**src/sha_pkg.sv**
```systemverilog
// sha_pkg: shared types, round constants, initial hash values and state codes
// for the message hasher. No dependencies.
package sha_pkg;

  typedef logic [31:0] word_t;
  typedef logic [7:0][31:0] hash_t;
  typedef logic [15:0][31:0] window_t;

  typedef enum logic [2:0] {
    S_IDLE,
    S_LOAD,
    S_ROUND,
    S_FOLD,
    S_PAD,
    S_OUT
  } state_t;

  localparam int BlockWords = 16;
  localparam int Rounds = 64;
  localparam logic [7:0] PadByte = 8'h80;
  localparam logic [5:0] LenStart = 6'd56;

  localparam hash_t InitHash = {
    32'h5be0cd19, 32'h1f83d9ab, 32'h9b05688c, 32'h510e527f,
    32'ha54ff53a, 32'h3c6ef372, 32'hbb67ae85, 32'h6a09e667
  };

  localparam word_t RoundK [Rounds] = '{
    32'h428a2f98, 32'h71374491, 32'hb5c0fbcf, 32'he9b5dba5,
    32'h3956c25b, 32'h59f111f1, 32'h923f82a4, 32'hab1c5ed5,
    32'hd807aa98, 32'h12835b01, 32'h243185be, 32'h550c7dc3,
    32'h72be5d74, 32'h80deb1fe, 32'h9bdc06a7, 32'hc19bf174,
    32'he49b69c1, 32'hefbe4786, 32'h0fc19dc6, 32'h240ca1cc,
    32'h2de92c6f, 32'h4a7484aa, 32'h5cb0a9dc, 32'h76f988da,
    32'h983e5152, 32'ha831c66d, 32'hb00327c8, 32'hbf597fc7,
    32'hc6e00bf3, 32'hd5a79147, 32'h06ca6351, 32'h14292967,
    32'h27b70a85, 32'h2e1b2138, 32'h4d2c6dfc, 32'h53380d13,
    32'h650a7354, 32'h766a0abb, 32'h81c2c92e, 32'h92722c85,
    32'ha2bfe8a1, 32'ha81a664b, 32'hc24b8b70, 32'hc76c51a3,
    32'hd192e819, 32'hd6990624, 32'hf40e3585, 32'h106aa070,
    32'h19a4c116, 32'h1e376c08, 32'h2748774c, 32'h34b0bcb5,
    32'h391c0cb3, 32'h4ed8aa4a, 32'h5b9cca4f, 32'h682e6ff3,
    32'h748f82ee, 32'h78a5636f, 32'h84c87814, 32'h8cc70208,
    32'h90befffa, 32'ha4506ceb, 32'hbef9a3f7, 32'hc67178f2
  };

endpackage

```
**src/sha_if.sv**
```systemverilog
// sha_if: valid/ready channel interfaces for message bytes and digest words
// depends on nothing
interface sha_in_if;
  logic       valid;
  logic       ready;
  logic [7:0] byte_value;
  logic       byte_present;
  logic       end_of_message;
  modport source (output valid, byte_value, byte_present, end_of_message, input ready);
  modport sink (input valid, byte_value, byte_present, end_of_message, output ready);
endinterface

interface sha_out_if;
  logic        valid;
  logic        ready;
  logic [31:0] digest_word;
  logic [2:0]  word_index;
  logic        last_word;
  modport source (output valid, digest_word, word_index, last_word, input ready);
  modport sink (input valid, digest_word, word_index, last_word, output ready);
endinterface

```
**src/sha_ram.sv**
```systemverilog
// sha_ram: generic single-write, single-read memory with registered read
// no dependencies
module sha_ram #(
  parameter int Width = 32,
  parameter int Depth = 16
) (
  input  logic                     clk,
  input  logic                     we,
  input  logic [$clog2(Depth)-1:0] waddr,
  input  logic [Width-1:0]         wdata,
  input  logic [$clog2(Depth)-1:0] raddr,
  output logic [Width-1:0]         rdata
);
  logic [Width-1:0] mem [Depth];

  always_ff @(posedge clk) begin
    if (we) begin
      mem[waddr] <= wdata;
    end
    rdata <= mem[raddr];
  end
endmodule

```
**src/sha_round.sv**
```systemverilog
// sha_round: one compression round plus the message schedule word for it
// depends on sha_pkg
module sha_round (
  input  sha_pkg::hash_t   work,
  input  sha_pkg::window_t win,
  input  sha_pkg::word_t   block_word,
  input  logic             use_block,
  input  sha_pkg::word_t   k,
  output sha_pkg::word_t   w_t,
  output sha_pkg::hash_t   work_next
);
  import sha_pkg::*;

  function automatic word_t rotr(input word_t v, input int s);
    rotr = (v >> s) | (v << (32 - s));
  endfunction

  word_t s0, s1, big0, big1, ch, maj, t1, t2;

  always_comb begin
    s0 = rotr(win[1], 7) ^ rotr(win[1], 18) ^ (win[1] >> 3);
    s1 = rotr(win[14], 17) ^ rotr(win[14], 19) ^ (win[14] >> 10);
    w_t = use_block ? block_word : (s1 + win[9] + s0 + win[0]);
    big1 = rotr(work[4], 6) ^ rotr(work[4], 11) ^ rotr(work[4], 25);
    ch = (work[4] & work[5]) ^ (~work[4] & work[6]);
    t1 = work[7] + big1 + ch + k + w_t;
    big0 = rotr(work[0], 2) ^ rotr(work[0], 13) ^ rotr(work[0], 22);
    maj = (work[0] & work[1]) ^ (work[0] & work[2]) ^ (work[1] & work[2]);
    t2 = big0 + maj;
    work_next[7] = work[6];
    work_next[6] = work[5];
    work_next[5] = work[4];
    work_next[4] = work[3] + t1;
    work_next[3] = work[2];
    work_next[2] = work[1];
    work_next[1] = work[0];
    work_next[0] = t1 + t2;
  end
endmodule

```
**src/sha256_message_hasher.sv**
```systemverilog
// sha256_message_hasher: byte-stream SHA-256 with padding and digest output
// depends on sha_pkg, sha_if, sha_ram, sha_round
// Takes one message byte per transaction; the bytes are packed into words in a
// 16-word block memory. Each filled 64-byte block is then compressed by a memory
// read lead-in, 64 rounds of the single round unit and a fold into the hash. A
// closing transaction inserts 9 to 72 padding bytes at one per cycle, pausing for
// one or two block compressions, and returns the eight digest words, most
// significant first, one per output transaction. No new byte is taken meanwhile.
module sha256_message_hasher (
  input  logic             clk,
  input  logic             rst,
  sha_in_if.sink           msg,
  sha_out_if.source        dig
);
  import sha_pkg::*;

  state_t     state, state_next;
  logic [5:0] fill;
  logic [31:0] acc;
  logic [63:0] msg_bits;
  logic       pad_active, pad_first, len_phase, pad_done;
  logic [2:0] len_idx, idx;
  logic [5:0] rcnt;
  hash_t      chain, work, work_next;
  window_t    win;
  word_t      w_t, rdata;
  logic       put_en, len_put, full, accept;
  logic [7:0] put_val;
  logic [2:0] lsel;
  logic [3:0] raddr;

  assign accept = msg.valid && msg.ready;

  always_comb begin
    put_en = 1'b0;
    put_val = '0;
    len_put = 1'b0;
    lsel = 3'(3'd7 - len_idx);
    case (state)
      S_IDLE: begin
        if (accept && msg.byte_present) begin
          put_en = 1'b1;
          put_val = msg.byte_value;
        end
      end
      S_PAD: begin
        put_en = 1'b1;
        if (pad_first) begin
          put_val = PadByte;
        end else if (len_phase || fill == LenStart) begin
          len_put = 1'b1;
          put_val = msg_bits[{lsel, 3'b000} +: 8];
        end
      end
      default: ;
    endcase
    full = put_en && (fill == 6'd63);
  end

  always_comb begin
    state_next = state;
    case (state)
      S_IDLE: begin
        if (accept) begin
          if (full) state_next = S_LOAD;
          else if (msg.end_of_message) state_next = S_PAD;
        end
      end
      S_LOAD: state_next = S_ROUND;
      S_ROUND: if (rcnt == 6'(Rounds - 1)) state_next = S_FOLD;
      S_FOLD: begin
        if (!pad_active) state_next = S_IDLE;
        else if (pad_done) state_next = S_OUT;
        else state_next = S_PAD;
      end
      S_PAD: if (full) state_next = S_LOAD;
      S_OUT: if (dig.ready && idx == 3'd7) state_next = S_IDLE;
      default: state_next = S_IDLE;
    endcase
  end

  always_comb begin
    msg.ready = (state == S_IDLE);
    dig.valid = (state == S_OUT);
    dig.digest_word = chain[idx];
    dig.word_index = idx;
    dig.last_word = (idx == 3'd7);
    raddr = (state == S_ROUND) ? 4'(rcnt[3:0] + 4'd1) : 4'd0;
  end

  sha_ram #(.Width(32), .Depth(BlockWords)) u_block (
    .clk   (clk),
    .we    (put_en && fill[1:0] == 2'd3),
    .waddr (fill[5:2]),
    .wdata ({acc[23:0], put_val}),
    .raddr (raddr),
    .rdata (rdata)
  );

  sha_round u_round (
    .work       (work),
    .win        (win),
    .block_word (rdata),
    .use_block  (rcnt < 6'd16),
    .k          (RoundK[rcnt]),
    .w_t        (w_t),
    .work_next  (work_next)
  );

  always_ff @(posedge clk) begin
    if (rst) begin
      state <= S_IDLE;
      fill <= '0;
      msg_bits <= '0;
      pad_active <= 1'b0;
      pad_first <= 1'b0;
      len_phase <= 1'b0;
      pad_done <= 1'b0;
      len_idx <= '0;
      idx <= '0;
      rcnt <= '0;
      chain <= InitHash;
    end else begin
      state <= state_next;
      if (put_en) begin
        acc <= {acc[23:0], put_val};
        fill <= 6'(fill + 6'd1);
      end
      case (state)
        S_IDLE: begin
          if (accept) begin
            if (msg.byte_present) msg_bits <= 64'(msg_bits + 64'd8);
            if (msg.end_of_message) begin
              pad_active <= 1'b1;
              pad_first <= 1'b1;
            end
          end
        end
        S_LOAD: begin
          work <= chain;
          rcnt <= '0;
        end
        S_ROUND: begin
          work <= work_next;
          win <= {w_t, win[15:1]};
          rcnt <= 6'(rcnt + 6'd1);
        end
        S_FOLD: begin
          for (int i = 0; i < 8; i++) chain[i] <= chain[i] + work[i];
        end
        S_PAD: begin
          pad_first <= 1'b0;
          if (len_put) begin
            len_phase <= 1'b1;
            len_idx <= 3'(len_idx + 3'd1);
            if (len_idx == 3'd7) pad_done <= 1'b1;
          end
        end
        S_OUT: begin
          if (dig.ready) begin
            idx <= 3'(idx + 3'd1);
            if (idx == 3'd7) begin
              chain <= InitHash;
              msg_bits <= '0;
              pad_active <= 1'b0;
              len_phase <= 1'b0;
              pad_done <= 1'b0;
              len_idx <= '0;
            end
          end
        end
        default: ;
      endcase
    end
  end
endmodule

```
**src/flat_wrapper.sv**
```systemverilog
// flat-port wrapper written by rule: the top's interface ports become plain ports
module sha256_message_hasher_flat import sha_pkg::*;
  (clk, rst, msg_valid, msg_byte_value, msg_byte_present, msg_end_of_message, msg_ready, dig_valid, dig_digest_word, dig_word_index, dig_last_word, dig_ready);
  sha_in_if msg_i ();
  sha_out_if dig_i ();
  input  logic clk;
  input  logic rst;
  input wire logic [$bits(msg_i.valid)-1:0] msg_valid;
  input wire logic [$bits(msg_i.byte_value)-1:0] msg_byte_value;
  input wire logic [$bits(msg_i.byte_present)-1:0] msg_byte_present;
  input wire logic [$bits(msg_i.end_of_message)-1:0] msg_end_of_message;
  output wire logic [$bits(msg_i.ready)-1:0] msg_ready;
  output wire logic [$bits(dig_i.valid)-1:0] dig_valid;
  output wire logic [$bits(dig_i.digest_word)-1:0] dig_digest_word;
  output wire logic [$bits(dig_i.word_index)-1:0] dig_word_index;
  output wire logic [$bits(dig_i.last_word)-1:0] dig_last_word;
  input wire logic [$bits(dig_i.ready)-1:0] dig_ready;
  assign msg_i.valid = msg_valid;
  assign msg_i.byte_value = msg_byte_value;
  assign msg_i.byte_present = msg_byte_present;
  assign msg_i.end_of_message = msg_end_of_message;
  assign msg_ready = msg_i.ready;
  assign dig_valid = dig_i.valid;
  assign dig_digest_word = dig_i.digest_word;
  assign dig_word_index = dig_i.word_index;
  assign dig_last_word = dig_i.last_word;
  assign dig_i.ready = dig_ready;
  sha256_message_hasher u_core (.clk(clk), .rst(rst), .msg(msg_i), .dig(dig_i));
endmodule
```
**config.mk**
```make
export PLATFORM = sky130hd
export DESIGN_NAME = sha256_message_hasher_flat
export DESIGN_NICKNAME = d
export VERILOG_FILES = /design/src/sha_pkg.sv /design/src/sha_if.sv /design/src/sha_ram.sv /design/src/sha_round.sv /design/src/sha256_message_hasher.sv /design/src/flat_wrapper.sv
export SDC_FILE = /design/constraint.sdc
export NUM_CORES = 2
export LEC_CHECK = 0
export ABC_AREA = 1
export BUFFER_PORTS_ARGS = -buffer_cell sky130_fd_sc_hd__buf_2
export CELL_PAD_IN_SITES_DETAIL_PLACEMENT = 1
export CELL_PAD_IN_SITES_GLOBAL_PLACEMENT = 2
export CORE_MARGIN = 2
export CORE_UTILIZATION = 40
export CTS_CLUSTER_DIAMETER = 200
export DETAILED_ROUTE_END_ITERATION = 6
export PLACE_DENSITY_LB_ADDON = 0.2
export SLEW_MARGIN = 30
export SYNTH_ARGS = -nofsm -noshare
export SYNTH_HDL_FRONTEND = slang
export SYNTH_SLANG_ARGS = --single-unit
```
**constraint.sdc**
```tcl
create_clock -name clk -period 58 [get_ports clk]
set_clock_uncertainty 0.2 [all_clocks]
set_input_delay 5.8 -clock clk [delete_from_list [all_inputs] [get_ports clk]]
set_output_delay 5.8 -clock clk [all_outputs]
set_load 0.05 [all_outputs]
```
# Word level (Yosys, flattened, before mapping)
# Memory sizes are Yosys's and may differ from the RTL's. A register that Yosys moved wholly into a read port is not among the register bits.
# Cells that the tools add are included.
# classes
add_sub_neg	25
magnitude_cmp	3
n_eq_ne	22
n_shift	1
muxes	51
bitwise_logic	29
n_reduce_logical	23
# op_table
operator	count
$pmux W256 S2	2
$add A32 B32 Y32	18
$mux W256	2
$xor A32 B32 Y32	9
$mux W64	4
$and A32 B32 Y32	5
$mux W32	4
$pmux W64 S2	1
$bmux W32 S3	1
$add A64 B4 Y64 const B	1
$shiftx A64 B7 Y8	1
$not A32 Y32	1
$or A10 B32 Y32	1
$or A13 B32 Y32	1
$or A14 B32 Y32	1
$or A15 B32 Y32	1
$or A19 B32 Y32	1
$or A21 B32 Y32	1
$or A25 B32 Y32	1
$or A26 B32 Y32	1
$or A30 B32 Y32	1
$or A7 B32 Y32	1
$xor A32 B22 Y32	1
$xor A32 B29 Y32	1
other kinds (34)	93
# word_totals
register_bits	1137
ram_bits	512
mem_bits_ro	2048
word_cells	199
n_memories	2
# mem_list
name	words	word_bits	rd	rd_clocked_by_memory_dff	write_ports	line_no	source
(name not given)	64	32	1	0	0	sha256_message_hasher.sv:105	.k (RoundK[rcnt]),
u_core.u_block.mem	16	32	1	1	1	sha_ram.sv:14	logic [Width-1:0] mem [Depth];

# Longest topological paths before layout
# logic_depth
word_depth	10
ltp_mapped	52
mapped_depth_nobuf	52

# Cells and area by module
# A second synthesis with hierarchy kept.
# hier_totals
hier_cells	12868
area_unflattened_um2	103471.7
# by_module_without_submodules
mod	n_inst	cells_per_inst	area_per_inst_um2	seq_area_each_um2
sha256_message_hasher	1	8465	64286.7	30629.4
sha_ram	1	2120	22730.6	16015.4
sha_round	1	2283	16454.5	0.0

# Worst setup path before layout
# OpenSTA, ideal clock, no wires.
# synth_path
path_kind	input port to flip-flop
start	in rst
end	reg u_core.win[0] (netlist name) (enable)
setup_ns	1.402
arrival_ns	27.560
setup_slack_ns	28.838
path_stages	4
cell_sequence	clkbuf_1 > clkbuf_1 > clkbuf_1 > nor2_1
# synth_between
elab_chain_cells	2
# synth_lines
element	line_no	source
start, declared	flat_wrapper.sv:7	input logic rst;
$not A1 Y1 (no source line)	-	
$reduce_and A2 Y1 (no source line)	-	
end signal, assigned	sha256_message_hasher.sv:145	win <= {w_t, win[15:1]};
end, declared	sha256_message_hasher.sv:25	window_t win;
# No other way between the ends.
# A chain may end at the register's enable or synchronous reset.

# Final worst setup path
# layout_path
start	reg u_core.win[470] (netlist name)
end	reg u_core.work[30] (netlist name) (data pin)
# layout_between
elab_chain_cells	10
word_cells_on_any_way	11
# layout_lines
element	line_no	source
$or A13 B32 Y32 or $or A15 B32 Y32 (tied branches)	sha_round.sv:15	rotr = (v >> s) | (v << (32 - s));
$xor A32 B32 Y32	sha_round.sv:22	s1 = rotr(win[14], 17) ^ rotr(win[14], 19) ^ (win[14] >> 10);
$xor A32 B22 Y32 *	sha_round.sv:22	
$add A32 B32 Y32 * (3 in series)	sha_round.sv:23	w_t = use_block ? block_word : (s1 + win[9] + s0 + win[0]);
$mux W32 *	sha_round.sv:23	
net u_core.u_round.w_t[14]	sha_round.sv:9	output sha_pkg::word_t w_t,
$add A32 B32 Y32 *	sha_round.sv:26	t1 = work[7] + big1 + ch + k + w_t;
$add A32 B32 Y32 *	sha_round.sv:37	work_next[0] = t1 + t2;
$pmux W256 S2 *	sha256_message_hasher.sv:129	case (state)
end signal, assigned	sha256_message_hasher.sv:140	work <= chain;
end signal, assigned	sha256_message_hasher.sv:144	work <= work_next;
end, declared	sha256_message_hasher.sv:24	hash_t chain, work, work_next;
# The timed path passes the listed nets; every way through them passes the cells marked *.

==> impl_metrics.csv <==
group,metric,value,unit
outcome,status,"finished, final reports clean",
detailed_routing,routed_via_density,5.79,
yosys,synth_compound_area_share,15.3,%
placement,placed_cell_area,0.0993,sq mm
setup_path,criticalPathCategory,"reg2reg",
setup_path,path_max_fanout,6,
setup_path,reg2reg_to,"u_core.work[30]",
die,rows,179,
setup_path,ff2ff_setup_slack,46.53,ns
detailed_routing,drt_iter0_markers,7855,
power,peakVddDrop,0.0000614,V
final_layout,nNetsFinal,11200,
power,leakage,41.3,nW
placement,portBuffers,51,
yosys,syn_area_per_cell,8.95,sq um
yosys,synthXorXnorAreaFrac,3.67,%
die,die_h,492,microns
die,start_util,40.2,%
die,io_pins,52,
die,die_area,0.243,sq mm
job,maxCapViolations,0,
clock_network,cts-htree-levels,4,
yosys,yosysSeqAreaShare,48.9,%
detailed_routing,num_vias,80800,
timing,slew_headroom,20.5,%
die,die-width,492,microns
setup_path,reg2reg_depth,37,
final_layout,layout_common_cells,"nand2_1 (2046), edfxtp_1 (1304), inv_1 (1151), o21ai_0 (1089), nor2_1 (950)",
power,p_per_area,52.0,mW/mm^2
yosys,yosys.area_share.simple,16.4,%
placement,gp_congestion,0.989,
clock_network,clkTransAtPathRegs,0.06,ns
timing,hold_violations,0,
final_layout,areaGrowthSynthToFinish,11.4,%
detailed_routing,firstDrtPassIters,6,
setup_path,cp.required,58.32,ns
timing,min_period,11.47,ns
clock_network,clk_latency,0.89,ns
yosys,synth_ff_type,"edfxtp_1",
placement,placed_cells,13600,
yosys,yosys.area_share.adder,9.47,%
grt,grt.overflow.total,0,
detailed_routing,drc_errors,0,
yosys,async_flop_share,0,%
clock_network,holdBufCountCts,0,
timing,setup_viol,0,
final_layout,fin_area,0.106,sq mm
final_layout,fin_util,44.7,%
clock_network,clock_path_buffers,3,
timing,clock.fmax,87.2,MHz
grt,antenna_found_initial,28,
timing,slew_violations,0,
clock_network,clock_sinks,1678,
timing,fin_crit_sh,19.8,%
clock_network,cts_tree,"built",
yosys,synth_cell_types,66,
setup_path,r2r_start,"u_core.win[470]",
grt,grt_start_max_net_pins,172,
grt,grtUsageTotal,33.4,%
final_layout,final_cells,13900,
final_layout,layout_commonest_cell,"nand2_1",
yosys,syn-num-nets,11300,
timing,worst_slew_pin_slew,1.19,ns
timing,whs,0.181,ns
yosys,netlist_area,0.0954,sq mm
clock_network,root_buffer,"clkbuf_16",
grt,first_global_vias,81800,
setup_path,crit_slowest_cell,"o21ai_0",
clock_network,cts_resized,0,
placement,place_hpwl,305000,microns
setup_path,worstSetupEndpointType,"flop",
grt,grt_pass1_wl,591000,microns
yosys,synth_edf_count,1304,
clock_network,cts_buffers,192,
clock_network,post_cts_buffers,0,
worst_hold_path,hold_end,"u_core.win[331]",
yosys,synth_top_family_by_area,"simple AND/OR/NAND/NOR gates",
timing,tns,0,ns
yosys,ys_ff_latch,1678,
detailed_routing,antenna_left,0,
setup_path,startpoint_type,"flop",
setup_path,cp.arrival,11.78,ns
die,core-area,0.238,sq mm
detailed_routing,wl_per_cell,29.5,microns
yosys,yosys_warnings,0,
setup_path,slowest_delay,0.64,ns
yosys,syn_inst,10700,
worst_hold_path,holdPathStages,0,
yosys,synthMuxAreaShare,0.0105,%
detailed_routing,drt-total-wl,412000,microns
worst_hold_path,hp-class,"reg2reg",
worst_hold_path,hp-start,"u_core.win[363]",
timing,rsz0062_at_grt,"false",
final_layout,drive_gt1_share,5.95,%
-- layout make-up --
type,count,area [sq um]
fill,27300,131000
sequential,1678,46700
multi-input combinational,7388,43000
clock buffer,243,5150
inverter,1166,4400
tap,3167,3960
clock inverter,122,1740
timing repair buffer,176,1350
antenna,7,17.5
-- layer usage --
metal / part of all wire [%] / vias to the layer above / global-route usage, %
met2: 45 / 2639 / 52.5
li1: - / 36400 / -
met4: 3.8 / 8 / 11.5
met3: 6.0 / 558 / 4.23
met5: 0.012 / - / 0
met1: 45 / 41100 / 47.5
-- state kept, by name, summed over array words and instances, names as in the netlist, 3 cells and up --
register               flops
u_core.acc                24
u_core.dig.word_index      3
u_core.rcnt                6
u_core.msg_bits           61
u_core.u_block.rdata      32
u_core.u_block.mem       512
u_core.len_idx             3
u_core.work              256
u_core.chain             256
u_core.state               3
u_core.fill                6
u_core.win               512
-- where the power goes --
part	switching, mW	internal (mW)
Sequential	0.0546	1.35
Clock	0.557	0.772
Combinational	1.93	0.866
-- critical path: cells and delay by family, from the launching register on --
| family | cells | cell delay [ns] |
|---|---|---|
| flip-flops | 1 | 0.52 |
| adder cells (fa/ha/maj) | 9 | 4.31 |
| AO/OA/AOI/OAI | 14 | 3.92 |
| XOR/XNOR | 4 | 1.25 |
| AND/OR/NAND/NOR | 7 | 0.69 |
| buffers and inverters | 3 | 0.21 |
-- per-stage QoR --
step / worst slack [ns] / total power, mW
floorplan: 28.84 / 3.18
CTS: 46.58 / 5.50
detailed placement: 46.74 / 4.14
global placement: 46.78 / 4.16
finish: 46.53 / 5.53
global route: 46.02 / 5.85
-- worst max-delay path by stage --
stage | from | endpoint | slack [ns]
6_report | u_core.win[470] | u_core.work[30] | 46.53
5_1_grt | u_core.win[472] | u_core.work[30] | 46.02
4_1_cts | u_core.win[470] | u_core.work[30] | 46.58
3_5_place_dp | u_core.win[42] | u_core.work[30] | 46.74
3_3_place_gp | u_core.win[470] | u_core.work[30] | 46.78
2_1_floorplan | rst | u_core.win[0] | 28.84
-- Yosys cell counts, types with 28 or more instances --
library cell	number	area, sq um
nand2_1	2049	7690
edfxtp_1	1304	39200
inv_1	1154	4330
o21ai_0	1100	5510
nor2_1	970	3640
a21oi_1	848	4240
ha_1	401	5020
nand3_1	383	1920
clkbuf_1	376	1410
dfxtp_1	374	7490
xor2_1	207	1810
fa_1	195	3900
xnor2_1	193	1690
nor3_1	123	616
a31oi_1	119	744
o221ai_1	88	771
nand4_1	85	532
o21bai_1	81	608
o22ai_1	74	463
or2_2	71	444
a21o_1	63	473
o211ai_1	37	278
nor4_1	35	219
buf_2	28	140
-- cells by family after synthesis --
group	after synthesis
AOI/OAI and AO/OA	2597
and+or+nand+nor	3782
xor gates and xnor gates	400
buffers and inverters	1595
DFF	1678
adders and majority gates	608
muxes	1
No activity file was read; power rests on OpenSTA's default activity.
